[config.mk]
export PLATFORM = sky130hd
export DESIGN_NAME = utf16_to_utf8_transcoder_unit_flat
export DESIGN_NICKNAME = d
export VERILOG_FILES = /design/src/rtl/core/utt_pkg.sv /design/src/rtl/core/utt_unit_if.sv /design/src/rtl/core/utt_byte_if.sv /design/src/rtl/core/utt_front.sv /design/src/rtl/core/utt_queue.sv /design/src/rtl/core/utt_back.sv /design/src/rtl/core/utf16_to_utf8_transcoder_unit.sv /design/src/flat_wrapper.sv
export SDC_FILE = /design/constraint.sdc
export NUM_CORES = 1
export LEC_CHECK = 0
export ABC_AREA = 0
export BUFFER_PORTS_ARGS = -buffer_cell sky130_fd_sc_hd__buf_2
export CAP_MARGIN = 0
export CELL_PAD_IN_SITES_DETAIL_PLACEMENT = 0
export CELL_PAD_IN_SITES_GLOBAL_PLACEMENT = 1
export CORE_ASPECT_RATIO = 1.1
export CORE_MARGIN = 5
export CORE_UTILIZATION = 40
export DETAILED_ROUTE_END_ITERATION = 10
export HOLD_SLACK_MARGIN = 0.05
export PLACE_DENSITY_LB_ADDON = 0.2
export SLEW_MARGIN = 30
export SYNTH_ARGS = -nofsm -noshare
export SYNTH_HDL_FRONTEND = slang
export SYNTH_SLANG_ARGS = --single-unit
[constraint.sdc]
create_clock -name clk -period 9.7 [get_ports clk]
set_clock_uncertainty 0.2 [all_clocks]
set_input_delay 1.94 -clock clk [delete_from_list [all_inputs] [get_ports clk]]
set_output_delay 1.94 -clock clk [all_outputs]
set_load 0.01 [all_outputs]
[src/rtl/core/utt_pkg.sv]
`timescale 1ns / 1ps
// ----------------------------------------------------------------------------
// UTF-16 to UTF-8 transcoder package
// Shared constants and the job record passed from the front to the back end.
// ----------------------------------------------------------------------------
package utt_pkg;

	localparam int QDepth    = 4;
	localparam int QPtrW     = $clog2(QDepth);
	localparam int QCntW     = $clog2(QDepth + 1);
	localparam int MaxBytes  = 4;
	localparam int SlotW     = $clog2(MaxBytes);
	localparam int CpW       = 21;

	localparam logic [5:0]     HighSurPrefix = 6'b110110;
	localparam logic [5:0]     LowSurPrefix  = 6'b110111;
	localparam logic [CpW-1:0] CpSupplBase   = 21'h10000;
	localparam logic [CpW-1:0] CpTwoByte     = 21'h80;
	localparam logic [CpW-1:0] CpThreeByte   = 21'h800;
	localparam logic [CpW-1:0] CpFourByte    = 21'h10000;
	localparam logic [7:0]     ErrByte       = 8'h00;

	// up to four result slots, filled from slot 0
	typedef struct packed {
		logic [MaxBytes-1:0][7:0] bytes;
		logic [MaxBytes-1:0]      bad;
		logic [SlotW-1:0]         last_idx;
	} job_t;

endpackage

[src/rtl/core/utt_unit_if.sv]
`timescale 1ns / 1ps
// ----------------------------------------------------------------------------
// UTF-16 code unit channel
// Valid/ready channel carrying one code unit and an end-of-text mark.
// ----------------------------------------------------------------------------
interface utt_unit_if;
	logic        valid;
	logic        ready;
	logic [15:0] code_unit;
	logic        end_of_text;

	modport source (output valid, output code_unit, output end_of_text, input ready);
	modport sink   (input valid, input code_unit, input end_of_text, output ready);
endinterface

[src/rtl/core/utt_byte_if.sv]
`timescale 1ns / 1ps
// ----------------------------------------------------------------------------
// UTF-8 byte channel
// Valid/ready channel carrying one output byte with run and error marks.
// ----------------------------------------------------------------------------
interface utt_byte_if;
	logic       valid;
	logic       ready;
	logic [7:0] out_byte;
	logic       last_of_run;
	logic       bad_surrogate;

	modport source (output valid, output out_byte, output last_of_run,
		output bad_surrogate, input ready);
	modport sink   (input valid, input out_byte, input last_of_run,
		input bad_surrogate, output ready);
endinterface

[src/rtl/core/utt_front.sv]
`timescale 1ns / 1ps
// ----------------------------------------------------------------------------
// Transcoder front end
// Accepts code units, pairs surrogates and builds a byte job for each unit that gives results.
// ----------------------------------------------------------------------------
module utt_front (
	input  logic          clk,
	input  logic          arst_n,
	utt_unit_if.sink      unit_in,
	input  logic          q_full,
	output logic          q_push,
	output utt_pkg::job_t q_job
);
	import utt_pkg::*;

	logic           held_valid_q;
	logic [9:0]     held_high_bits_q;
	logic           is_high;
	logic           is_low;
	logic           pair;
	logic           err_first;
	logic           hold_new;
	logic           err_tail;
	logic [CpW-1:0] cp;
	logic [2:0]     enc_cnt;
	logic [MaxBytes-1:0][7:0] enc;
	logic [2:0]     n;
	logic           accept;

	assign unit_in.ready = !q_full;
	assign accept        = unit_in.valid && unit_in.ready;

	assign is_high   = (unit_in.code_unit[15:10] == HighSurPrefix);
	assign is_low    = (unit_in.code_unit[15:10] == LowSurPrefix);
	assign pair      = held_valid_q && is_low;
	assign err_first = held_valid_q && !is_low;
	assign hold_new  = !pair && is_high;
	assign err_tail  = hold_new && unit_in.end_of_text;

	always_comb begin
		if (pair) begin
			cp = CpSupplBase + {1'b0, held_high_bits_q, unit_in.code_unit[9:0]};
		end else begin
			cp = {5'd0, unit_in.code_unit};
		end
	end

	// UTF-8 encoding of the code point
	always_comb begin
		enc = '0;
		if (cp < CpTwoByte) begin
			enc_cnt = 3'd1;
			enc[0]  = cp[7:0];
		end else if (cp < CpThreeByte) begin
			enc_cnt = 3'd2;
			enc[0]  = {3'b110, cp[10:6]};
			enc[1]  = {2'b10, cp[5:0]};
		end else if (cp < CpFourByte) begin
			enc_cnt = 3'd3;
			enc[0]  = {4'b1110, cp[15:12]};
			enc[1]  = {2'b10, cp[11:6]};
			enc[2]  = {2'b10, cp[5:0]};
		end else begin
			enc_cnt = 3'd4;
			enc[0]  = {5'b11110, cp[20:18]};
			enc[1]  = {2'b10, cp[17:12]};
			enc[2]  = {2'b10, cp[11:6]};
			enc[3]  = {2'b10, cp[5:0]};
		end
	end

	// pack error results and encoded bytes into consecutive slots
	always_comb begin
		q_job = '0;
		n     = 3'd0;
		if (err_first) begin
			q_job.bytes[n[SlotW-1:0]] = ErrByte;
			q_job.bad[n[SlotW-1:0]]   = 1'b1;
			n = n + 3'd1;
		end
		if (!hold_new) begin
			for (int k = 0; k < MaxBytes; k++) begin
				if (3'(k) < enc_cnt) begin
					q_job.bytes[n[SlotW-1:0]] = enc[k];
					n = n + 3'd1;
				end
			end
		end
		if (err_tail) begin
			q_job.bytes[n[SlotW-1:0]] = ErrByte;
			q_job.bad[n[SlotW-1:0]]   = 1'b1;
			n = n + 3'd1;
		end
		q_job.last_idx = SlotW'(n - 3'd1);
	end

	// a held high surrogate alone produces nothing
	assign q_push = accept && (n != 3'd0);

	always_ff @(posedge clk or negedge arst_n) begin
		if (!arst_n) begin
			held_valid_q     <= 1'b0;
			held_high_bits_q <= '0;
		end else if (accept) begin
			held_valid_q     <= hold_new && !unit_in.end_of_text;
			held_high_bits_q <= (hold_new && !unit_in.end_of_text) ?
				unit_in.code_unit[9:0] : 10'd0;
		end
	end

endmodule

[src/rtl/core/utt_queue.sv]
`timescale 1ns / 1ps
// ----------------------------------------------------------------------------
// Transcoder job queue
// Small FIFO of byte jobs between the front and back ends.
// ----------------------------------------------------------------------------
module utt_queue (
	input  logic          clk,
	input  logic          arst_n,
	input  logic          push,
	input  utt_pkg::job_t push_job,
	output logic          full,
	input  logic          pop,
	output logic          head_valid,
	output utt_pkg::job_t head_job
);
	import utt_pkg::*;

	job_t             slots_q [QDepth];
	logic [QPtrW-1:0] wr_ptr_q;
	logic [QPtrW-1:0] rd_ptr_q;
	logic [QCntW-1:0] count_q;

	assign full       = (count_q == QCntW'(QDepth));
	assign head_valid = (count_q != '0);
	assign head_job   = slots_q[rd_ptr_q];

	always_ff @(posedge clk) begin
		if (push) begin
			slots_q[wr_ptr_q] <= push_job;
		end
	end

	always_ff @(posedge clk or negedge arst_n) begin
		if (!arst_n) begin
			wr_ptr_q <= '0;
			rd_ptr_q <= '0;
			count_q  <= '0;
		end else begin
			if (push) begin
				wr_ptr_q <= wr_ptr_q + 1'b1;
			end
			if (pop) begin
				rd_ptr_q <= rd_ptr_q + 1'b1;
			end
			if (push && !pop) begin
				count_q <= count_q + 1'b1;
			end else if (pop && !push) begin
				count_q <= count_q - 1'b1;
			end
		end
	end

endmodule

[src/rtl/core/utt_back.sv]
`timescale 1ns / 1ps
// ----------------------------------------------------------------------------
// Transcoder back end
// Walks the slots of the head job and drives one byte per transaction.
// ----------------------------------------------------------------------------
module utt_back (
	input  logic          clk,
	input  logic          arst_n,
	input  logic          head_valid,
	input  utt_pkg::job_t head_job,
	output logic          pop,
	utt_byte_if.source    byte_out
);
	import utt_pkg::*;

	logic [SlotW-1:0] idx_q;
	logic             valid_q;
	logic [7:0]       byte_q;
	logic             last_q;
	logic             bad_q;
	logic             load;
	logic             at_last;

	assign load    = head_valid && (!valid_q || byte_out.ready);
	assign at_last = (idx_q == head_job.last_idx);
	assign pop     = load && at_last;

	assign byte_out.valid         = valid_q;
	assign byte_out.out_byte      = byte_q;
	assign byte_out.last_of_run   = last_q;
	assign byte_out.bad_surrogate = bad_q;

	always_ff @(posedge clk) begin
		if (load) begin
			byte_q <= head_job.bytes[idx_q];
			bad_q  <= head_job.bad[idx_q];
			last_q <= at_last;
		end
	end

	always_ff @(posedge clk or negedge arst_n) begin
		if (!arst_n) begin
			idx_q   <= '0;
			valid_q <= 1'b0;
		end else begin
			if (load) begin
				valid_q <= 1'b1;
			end else if (byte_out.ready) begin
				valid_q <= 1'b0;
			end
			// advance within the job, restart on the next one
			if (load) begin
				idx_q <= at_last ? '0 : idx_q + 1'b1;
			end
		end
	end

endmodule

[src/rtl/core/utf16_to_utf8_transcoder_unit.sv]
`timescale 1ns / 1ps
// Path: the first byte of a unit is registered in the job queue and then in
// the output stage before byte_out.valid rises.
// Throughput: one code unit per cycle while each gives one byte and byte_out
// is ready; a unit that gives n results is sent by the back end as n bytes.
// Reset: arst_n clears the held surrogate, the job queue and the output stage.
// ----------------------------------------------------------------------------
// UTF-16 to UTF-8 transcoder
// Front end classifies code units into byte jobs, back end streams the bytes.
// ----------------------------------------------------------------------------
module utf16_to_utf8_transcoder_unit (
	input  logic       clk,
	input  logic       arst_n,
	utt_unit_if.sink   unit_in,
	utt_byte_if.source byte_out
);
	import utt_pkg::*;

	logic q_push;
	logic q_full;
	logic q_pop;
	logic q_valid;
	job_t q_push_job;
	job_t q_head_job;

	utt_front u_front (
		.clk    (clk),
		.arst_n (arst_n),
		.unit_in(unit_in),
		.q_full (q_full),
		.q_push (q_push),
		.q_job  (q_push_job)
	);

	utt_queue u_queue (
		.clk       (clk),
		.arst_n    (arst_n),
		.push      (q_push),
		.push_job  (q_push_job),
		.full      (q_full),
		.pop       (q_pop),
		.head_valid(q_valid),
		.head_job  (q_head_job)
	);

	utt_back u_back (
		.clk       (clk),
		.arst_n    (arst_n),
		.head_valid(q_valid),
		.head_job  (q_head_job),
		.pop       (q_pop),
		.byte_out  (byte_out)
	);

`ifndef SYNTHESIS
	a_no_push_full: assert property (@(posedge clk) disable iff (!arst_n)
		q_push |-> !q_full) else $error("job pushed into a full queue");

	a_no_pop_empty: assert property (@(posedge clk) disable iff (!arst_n)
		q_pop |-> q_valid) else $error("job popped from an empty queue");

	a_err_zero: assert property (@(posedge clk) disable iff (!arst_n)
		(byte_out.valid && byte_out.bad_surrogate) |-> (byte_out.out_byte == ErrByte))
		else $error("error result carries a nonzero byte");

	a_pop_marks_last: assert property (@(posedge clk) disable iff (!arst_n)
		q_pop |=> (byte_out.valid && byte_out.last_of_run))
		else $error("finished job not marked as end of run");
`endif

endmodule
[src/flat_wrapper.sv]
// flat-port wrapper written by rule: the top's interface ports become plain ports
module utf16_to_utf8_transcoder_unit_flat import utt_pkg::*;
  (clk, arst_n, unit_in_valid, unit_in_code_unit, unit_in_end_of_text, unit_in_ready, byte_out_valid, byte_out_out_byte, byte_out_last_of_run, byte_out_bad_surrogate, byte_out_ready);
  utt_unit_if unit_in_i ();
  utt_byte_if byte_out_i ();
  input  logic clk;
  input  logic arst_n;
  input wire logic [$bits(unit_in_i.valid)-1:0] unit_in_valid;
  input wire logic [$bits(unit_in_i.code_unit)-1:0] unit_in_code_unit;
  input wire logic [$bits(unit_in_i.end_of_text)-1:0] unit_in_end_of_text;
  output wire logic [$bits(unit_in_i.ready)-1:0] unit_in_ready;
  output wire logic [$bits(byte_out_i.valid)-1:0] byte_out_valid;
  output wire logic [$bits(byte_out_i.out_byte)-1:0] byte_out_out_byte;
  output wire logic [$bits(byte_out_i.last_of_run)-1:0] byte_out_last_of_run;
  output wire logic [$bits(byte_out_i.bad_surrogate)-1:0] byte_out_bad_surrogate;
  input wire logic [$bits(byte_out_i.ready)-1:0] byte_out_ready;
  assign unit_in_i.valid = unit_in_valid;
  assign unit_in_i.code_unit = unit_in_code_unit;
  assign unit_in_i.end_of_text = unit_in_end_of_text;
  assign unit_in_ready = unit_in_i.ready;
  assign byte_out_valid = byte_out_i.valid;
  assign byte_out_out_byte = byte_out_i.out_byte;
  assign byte_out_last_of_run = byte_out_i.last_of_run;
  assign byte_out_bad_surrogate = byte_out_i.bad_surrogate;
  assign byte_out_i.ready = byte_out_ready;
  utf16_to_utf8_transcoder_unit u_core (.clk(clk), .arst_n(arst_n), .unit_in(unit_in_i), .byte_out(byte_out_i));
endmodule
; ---- Word level (Yosys, flattened, before mapping)
; Memory sizes are Yosys's and may differ from the RTL's.
; Index checks and enable logic that the tools add are counted.
; Widths: inputs -> output; s select.
[op_classes]
n_addsub = 12
multipliers = 0
div = 0
magnitude_cmp = 18
n_eq_ne = 4
shifts = 0
n_mux = 57
n_bitwise = 4
reduce_logical = 28
[op_table]
columns = op, count
row1 = $mux 32, 8
row2 = $bwmux 32, 3
row3 = $demux 8 s2, 5
row4 = $and 32x32->32, 2
row5 = $mux 8, 8
row6 = $mux 3, 14
row7 = $mux 36, 1
row8 = $mux 16, 2
row9 = $not 32->32, 1
row10 = $mux 24, 1
row11 = $mux 22, 1
row12 = $add 17x20->21 const A, 1
row13 = $lt 21x12->1 const B, 1
row14 = $lt 21x17->1 const B, 1
row15 = $lt 21x8->1 const B, 1
row16 = $mux 21, 1
row17 = $add 3x1->3 const B, 6
row18 = $lt 2x3->1 const B, 6
row19 = $bmux 8 s2, 1
row20 = $logic_and 1x1->1, 16
row21 = $eq 6x6->1 const B, 2
row22 = $ge 2x1->1 const B, 5
row23 = $mux 10, 1
row24 = $mux 1, 8
row25 = 15 further kinds, 27
[word_totals]
reg_bits = 31
latchBits = 0
mem_bits_rw = 152
romBits = 0
input_bits = 21
out_inout_bits = 12
elab_cells = 134
mem_count = 1
[memory_table]
columns = name, depth, word_bits, read_ports, rd_ports_with_merged_regs, wr, line
row1 = u_core.u_queue.slots_q, 4, 38, 1, 0, 1, utt_queue.sv:18  ; job_t slots_q [QDepth];

; ---- Longest topological paths before layout
[logic_depth]
ltp_word = 27
depth_mapped = 22
ltp_nobuf = 21

; ---- Cells and area by module
; A second synthesis with hierarchy kept.
[hier_totals]
hier_cells = 624
hier_area_um2 = 9019.9
[modules_own_cells]
columns = mod, n_inst, cells_per_inst, area_each_um2
row1 = utt_queue, 1, 233, 5925.7
row2 = utt_front, 1, 352, 2398.6
row3 = utt_back, 1, 39, 695.7

; ---- Least setup slack after synthesis
; No wires, ideal clock.
[synth_timing]
path_kind = input port to flip-flop
start = input unit_in_code_unit[11]
end = memory u_core.u_queue.slots_q[0][0] (netlist bit) (enable)
setup_time_ps = 397
arrival_ps = 6384
required_ps = 9103
slack_ps = 2719
cell_stages = 16
path_buffers = 1
cell_sequence = buf_2 > nand3_2 > o41ai_2 > nand4b_2 > nor3_4 > inv_2 > ha_1 > ha_1 > a21oi_1 > ha_1 > o2111ai_1 > ha_1 > o21a_1 > ha_1 > a31oi_4 > and2_1
[synth_via]
elab_chain_len = 25
[synth_rtl]
columns = element, line
row1 = "start, declared", flat_wrapper.sv:9  ; input wire logic [$bits(unit_in_i.code_unit)-1:0] unit_in_code_unit;
row2 = $eq 6x6->1, utt_front.sv:34  ; assign is_low = (unit_in.code_unit[15:10] == LowSurPrefix);
row3 = $logic_and 1x1->1, utt_front.sv:35  ; assign pair = held_valid_q && is_low;
row4 = $mux 21, utt_front.sv:41  ; if (pair) begin
row5 = $lt 21x17->1, utt_front.sv:58  ; end else if (cp < CpFourByte) begin
row6 = $mux 3, utt_front.sv:58
row7 = $mux 3, utt_front.sv:54  ; end else if (cp < CpThreeByte) begin
row8 = $mux 3, utt_front.sv:51  ; if (cp < CpTwoByte) begin
row9 = $lt 1x3->1, utt_front.sv:83  ; if (3'(k) < enc_cnt) begin
row10 = [10 not listed], --
row11 = $mux 3, utt_front.sv:81  ; if (!hold_new) begin
row12 = $add 3x1->3, utt_front.sv:92  ; n = n + 3'd1;
row13 = $mux 3 *, utt_front.sv:89  ; if (err_tail) begin
row14 = $reduce_bool 3->1 *, utt_front.sv:98  ; assign q_push = accept && (n != 3'd0);
row15 = $logic_and 1x1->1 *, utt_front.sv:98
row16 = named net u_core.q_push, utf16_to_utf8_transcoder_unit.sv:19  ; logic q_push;
row17 = $mux 1 *, utt_queue.sv:28  ; if (push) begin
row18 = $mux 1 (implied by the code) *, utt_queue.sv:29  ; slots_q[wr_ptr_q] <= push_job;
row19 = "end, declared", utt_queue.sv:18
; Mark *: on every way through the listed nets, which the timed path passes. The rest lies on a longest branch. The select of a mux whose other input is x is not followed.

; ---- Final worst setup path
[layout_timing]
start = input unit_in_code_unit[11]
end = register u_core.u_queue.count_q[2]
[layout_via]
elab_chain_len = 26
[layout_rtl]
columns = element, line
row1 = $eq 6x6->1, utt_front.sv:34
row2 = $logic_and 1x1->1, utt_front.sv:35
row3 = $mux 21, utt_front.sv:41
row4 = $lt 21x17->1, utt_front.sv:58
row5 = $mux 3, utt_front.sv:58
row6 = $mux 3, utt_front.sv:54
row7 = $mux 3, utt_front.sv:51
row8 = $lt 1x3->1, utt_front.sv:83
row9 = [11 not listed], --
row10 = $add 3x1->3, utt_front.sv:92
row11 = $mux 3 *, utt_front.sv:89
row12 = $reduce_bool 3->1 *, utt_front.sv:98
row13 = $logic_and 1x1->1 *, utt_front.sv:98
row14 = named net u_core.q_push, utf16_to_utf8_transcoder_unit.sv:19
row15 = $logic_not 1->1, utt_queue.sv:47  ; end else if (pop && !push) begin
row16 = $logic_and 1x1->1, utt_queue.sv:47
row17 = $reduce_bool 2->1 (no source line), --
row18 = "end signal, assigned", utt_queue.sv:46  ; count_q <= count_q + 1'b1;
row19 = "end signal, assigned", utt_queue.sv:48  ; count_q <= count_q - 1'b1;
row20 = "end, declared", utt_queue.sv:21  ; logic [QCntW-1:0] count_q;
; Marked as above.
; A chain may end at the register's enable or synchronous reset.

==> summary.md <==
| Metric | Value |
|---|---|
| Status | finished, final reports clean |
| VDD IR max | 115 uV |
| CTS clk-pin slew, worst paths | ~0.070 ns |
| Clock sink count | 175 |
| Slowest stage cell, crit path | nand4b_2 |
| Switching Share | 29.5% |
| Syn nets | just over 600 |
| Worst min path class | reg -> reg |
| Setup CP Type | in -> reg |
| Initial antenna violation count | 0 |
| Hold path cells | 1 |
| Clock tree buffer depth | 2 |
| Global-route wire length before repair | 32200 um |
| HPWL Detailed | 13500 um |
| Root Driver | clkbuf_16 |
| Slew @ Worst Pin | 0.894 ns |
| Drt total wl | about 20000 um |
| Sequential share of power | 46.5% |
| N_diodes | 0 |
| Critical Path Start Type | input pin |
| H-tree depth | 4 |
| Largest net degree at the start of global routing | 39 |
| Die extent in x | 148 um |
| Starting DRT DRC Count | about 460 |
| Worst path cell trace | buf_2 -> nand4_1 -> o31ai_1 -> nand4b_2 -> nor3_4 -> inv_2 -> ha_1 -> ha_1 -> a21oi_1 -> ha_1 -> o2111ai_1 -> ha_1 -> o21a_1 -> ha_1 -> a31oi_4 -> ha_1 -> inv_1 -> fa_1 -> xor2_1 -> nor2_1 -> xor2_1 |
| Avg Inst Size Synth | around 15 um^2 |
| RSZ-0062 raised after global routing | false |
| Number of port buffers | 32 |
| Final setup vio count | 0 |
| Psw | 684 uW |
| Worst slew margin | 40.4% |
| Final Cycle Share | between 70 and 80% |
| Num CTS Buffers | 17 |
| Pint | 1640 uW |
| Crit-path max FO | 14 |
| Die ar. | 24100 um^2 |
| Fraction of registers with async set/reset | 12.0% |
| Synth Cell Area | 8430 um^2 |
| Final hold violation count | 0 |
| Clock power share | 26.3% |
| CTS tree | done |
| Placed cell count | 836 |
| Min Tclk post-route | 7.29 ns |
| Post-route insts no fill | 868 |
| P_leak | roughly 0.0033 uW |
| CP Capture Type | flop |
| Hold Buf Count CTS | 0 |
| CP max stage delay | 0.47 ns |
| Area Overhead vs Synth | 10.9% |
| Syn. warnings | 0 |
| Initial cell density of the core | 40.8% |
| Postcts setup bufs | 0 |
| Global route overflow | 0 |
| Layout Nets | 640 |
| Slew Limit Fails | 0 |
| Detailed-route via count | 5193 |
| Core box area | 20600 um^2 |
| Crit path DAT | approximately 7.4 ns |
| Highest clock rate | 0.137 GHz |
| # fillers | 1834 |
| Final setup TNS | 0 ns |
| Residual DRC | 0 |
| Detail Route Antenna Nets | 0 |
| DR pass1 iterations | 5 |
| Post-synth EDFFs | about 150 |
| Post-Synthesis Cells | 576 |
| Comb pwr share | 27.2% |
| All-Layer GR Usage | 17.7% |
| WL/cell | 23.5 um |
| Die Height | 162 um |
| WP buf/inv | 3 |
| Most used flip-flop cell after synthesis | edfxtp_1 |
| Synth unique cells | 72 |
| Post-CTS sizing | 0 |
| Synth Register Bits | 175 |
| Vias/cell | between 5 and 6 |
| Vias in the first global route | 5356 |
| Worst skew pair latency | 0.43 ns |
| Number of max-cap violations | 0 |
| GP Congestion | 0.893 |
| Worst R2R Path Depth | 20 |
| Row count | 55 |
| Worst path depth | 21 |
| Layout cell share with drive strength beyond 1 | 22.9% |
| Power Dens Cells | about 250 nW/um^2 |
| Io pins | 33 |
| Sequential share of the synthesized area | 61.1% |
| Most Frequent Cell on Critical Path | ha_1 |
| Delay-heaviest family, CP | adder cells |
| Req. time, crit path | 9.85 ns |
## synthesized netlist by cell type (all sizes together), types with 9 or more instances
| cell type | number | area, um^2 |
|---|---|---|
| inv | 21 | 78.8 |
| mux4 | 44 | 991 |
| nor3 | 10 | 61.3 |
| buf | 13 | 76.3 |
| xnor2 | 9 | 78.8 |
| clkbuf | 22 | 82.6 |
| ha | 19 | 238 |
| nor2 | 30 | 115 |
| a32oi | 9 | 78.8 |
| nand3 | 27 | 140 |
| o21ai | 31 | 159 |
| dfrtp | 21 | 526 |
| a21oi | 23 | 138 |
| nand2 | 36 | 143 |
| edfxtp | 154 | 4620 |
| a22o | 11 | 96.3 |
| a31oi | 12 | 90.1 |
## sequential cells by signal, indices dropped and copies added (netlist names), 2 cells and up
name                             flops
u_core.u_queue.rd_ptr_q              2
u_core.u_queue.slots_q             144
u_core.u_front.held_high_bits_q     10
u_core.u_back.idx_q                  2
u_core.u_queue.count_q               3
u_core.u_queue.wr_ptr_q              2
u_core.u_back.byte_out.out_byte      8
## power groups by stage
stage	clock network (uW)	registers, uW	logic (uW)
3_5_place_dp	0	1100	648
6_report	611	1080	633
2_1_floorplan	0	1080	476
3_3_place_gp	0	1090	636
4_1_cts	624	1080	649
5_1_grt	659	1100	695
## per-layer routing
layer  GRT usage (%)  up-vias  share of wire (%)
li1                -     2343                  -
met1            24.0     2692                 44
met2            29.4      139                 50
met3            3.38       19                4.1
met4            4.79        0                1.3
met5               0        -                  0
## final timing paths
check | startpoint | endpoint | slack (ns)
max | unit_in_code_unit[11] | u_core.u_queue.count_q[2]$_DFFE_PN0P_ | 2.41
min | u_core.u_queue.count_q[2]$_DFFE_PN0P_ | u_core.u_queue.count_q[2]$_DFFE_PN0P_ | 0.31
max reg2reg | u_core.u_front.held_valid_q$_DFFE_PN0P_ | u_core.u_queue.count_q[2]$_DFFE_PN0P_ | 3.46
min reg2reg | u_core.u_queue.count_q[2]$_DFFE_PN0P_ | u_core.u_queue.count_q[2]$_DFFE_PN0P_ | 0.31
max in group asynchronous | arst_n | u_core.u_queue.rd_ptr_q[0]$_DFFE_PN0P_ | 7.56
min in group asynchronous | arst_n | u_core.u_back.idx_q[0]$_DFFE_PN0P_ | 1.31
## through the flow
stage | cell area (um^2) | util [%] | setup slack (ns) | hold slack [ns] | power [uW]
after floorplan | 8430 | - | 2.72 | 0.264 | 1550
after global placement | 8810 | 42.7 | 2.14 | 0.279 | 1730
after detailed placement | 8810 | 42.7 | 1.93 | 0.299 | 1750
after CTS | 9330 | 45.2 | 2.37 | 0.309 | 2360
after global routing | 9340 | 45.3 | 1.99 | 0.337 | 2450
final | 9340 | 45.3 | 2.41 | 0.314 | 2320
## cell usage in the layout (no fill, tap or decap), types with 9 or more instances in the layout
master     instances
a21oi_1           18
a22o_1            11
a31oi_1           11
a32oi_1            9
buf_2             32
clkbuf_16         17
dfrtp_1           20
edfxtp_1         154
ha_1              19
inv_1             19
mux4_2            44
nand2_1           33
nand3_1           26
nor2_1            29
nor3_1             9
o21ai_0           25
xnor2_1            9
## cells by family (layout without fill, tap and decap cells)
kind of cell / after synthesis / count (layout) / synth area share (%)
and+or+nand+nor: 131 / 131 / 8.03
DFF: 175 / 175 / 61.1
buffers and inverters: 56 / 92 / 2.82
muxes: 50 / 50 / 12.5
adders and majority gates: 20 / 20 / 3.06
xor gates and xnor gates: 12 / 12 / 1.25
AOI/OAI and AO/OA: 132 / 132 / 11.2
## final cells by class
type	instances	area (um^2)	area share [%]
Sequential cell	175	5150	55.1
Timing Repair Buffer	39	213	2.28
Clock buffer	20	437	4.67
Tap cell	256	320	3.43
Inverter	21	78.8	0.844
Multi-Input combinational cell	345	3060	32.7
Clock inverter	12	87.6	0.937
No activity file was read; power rests on OpenSTA's default activity.
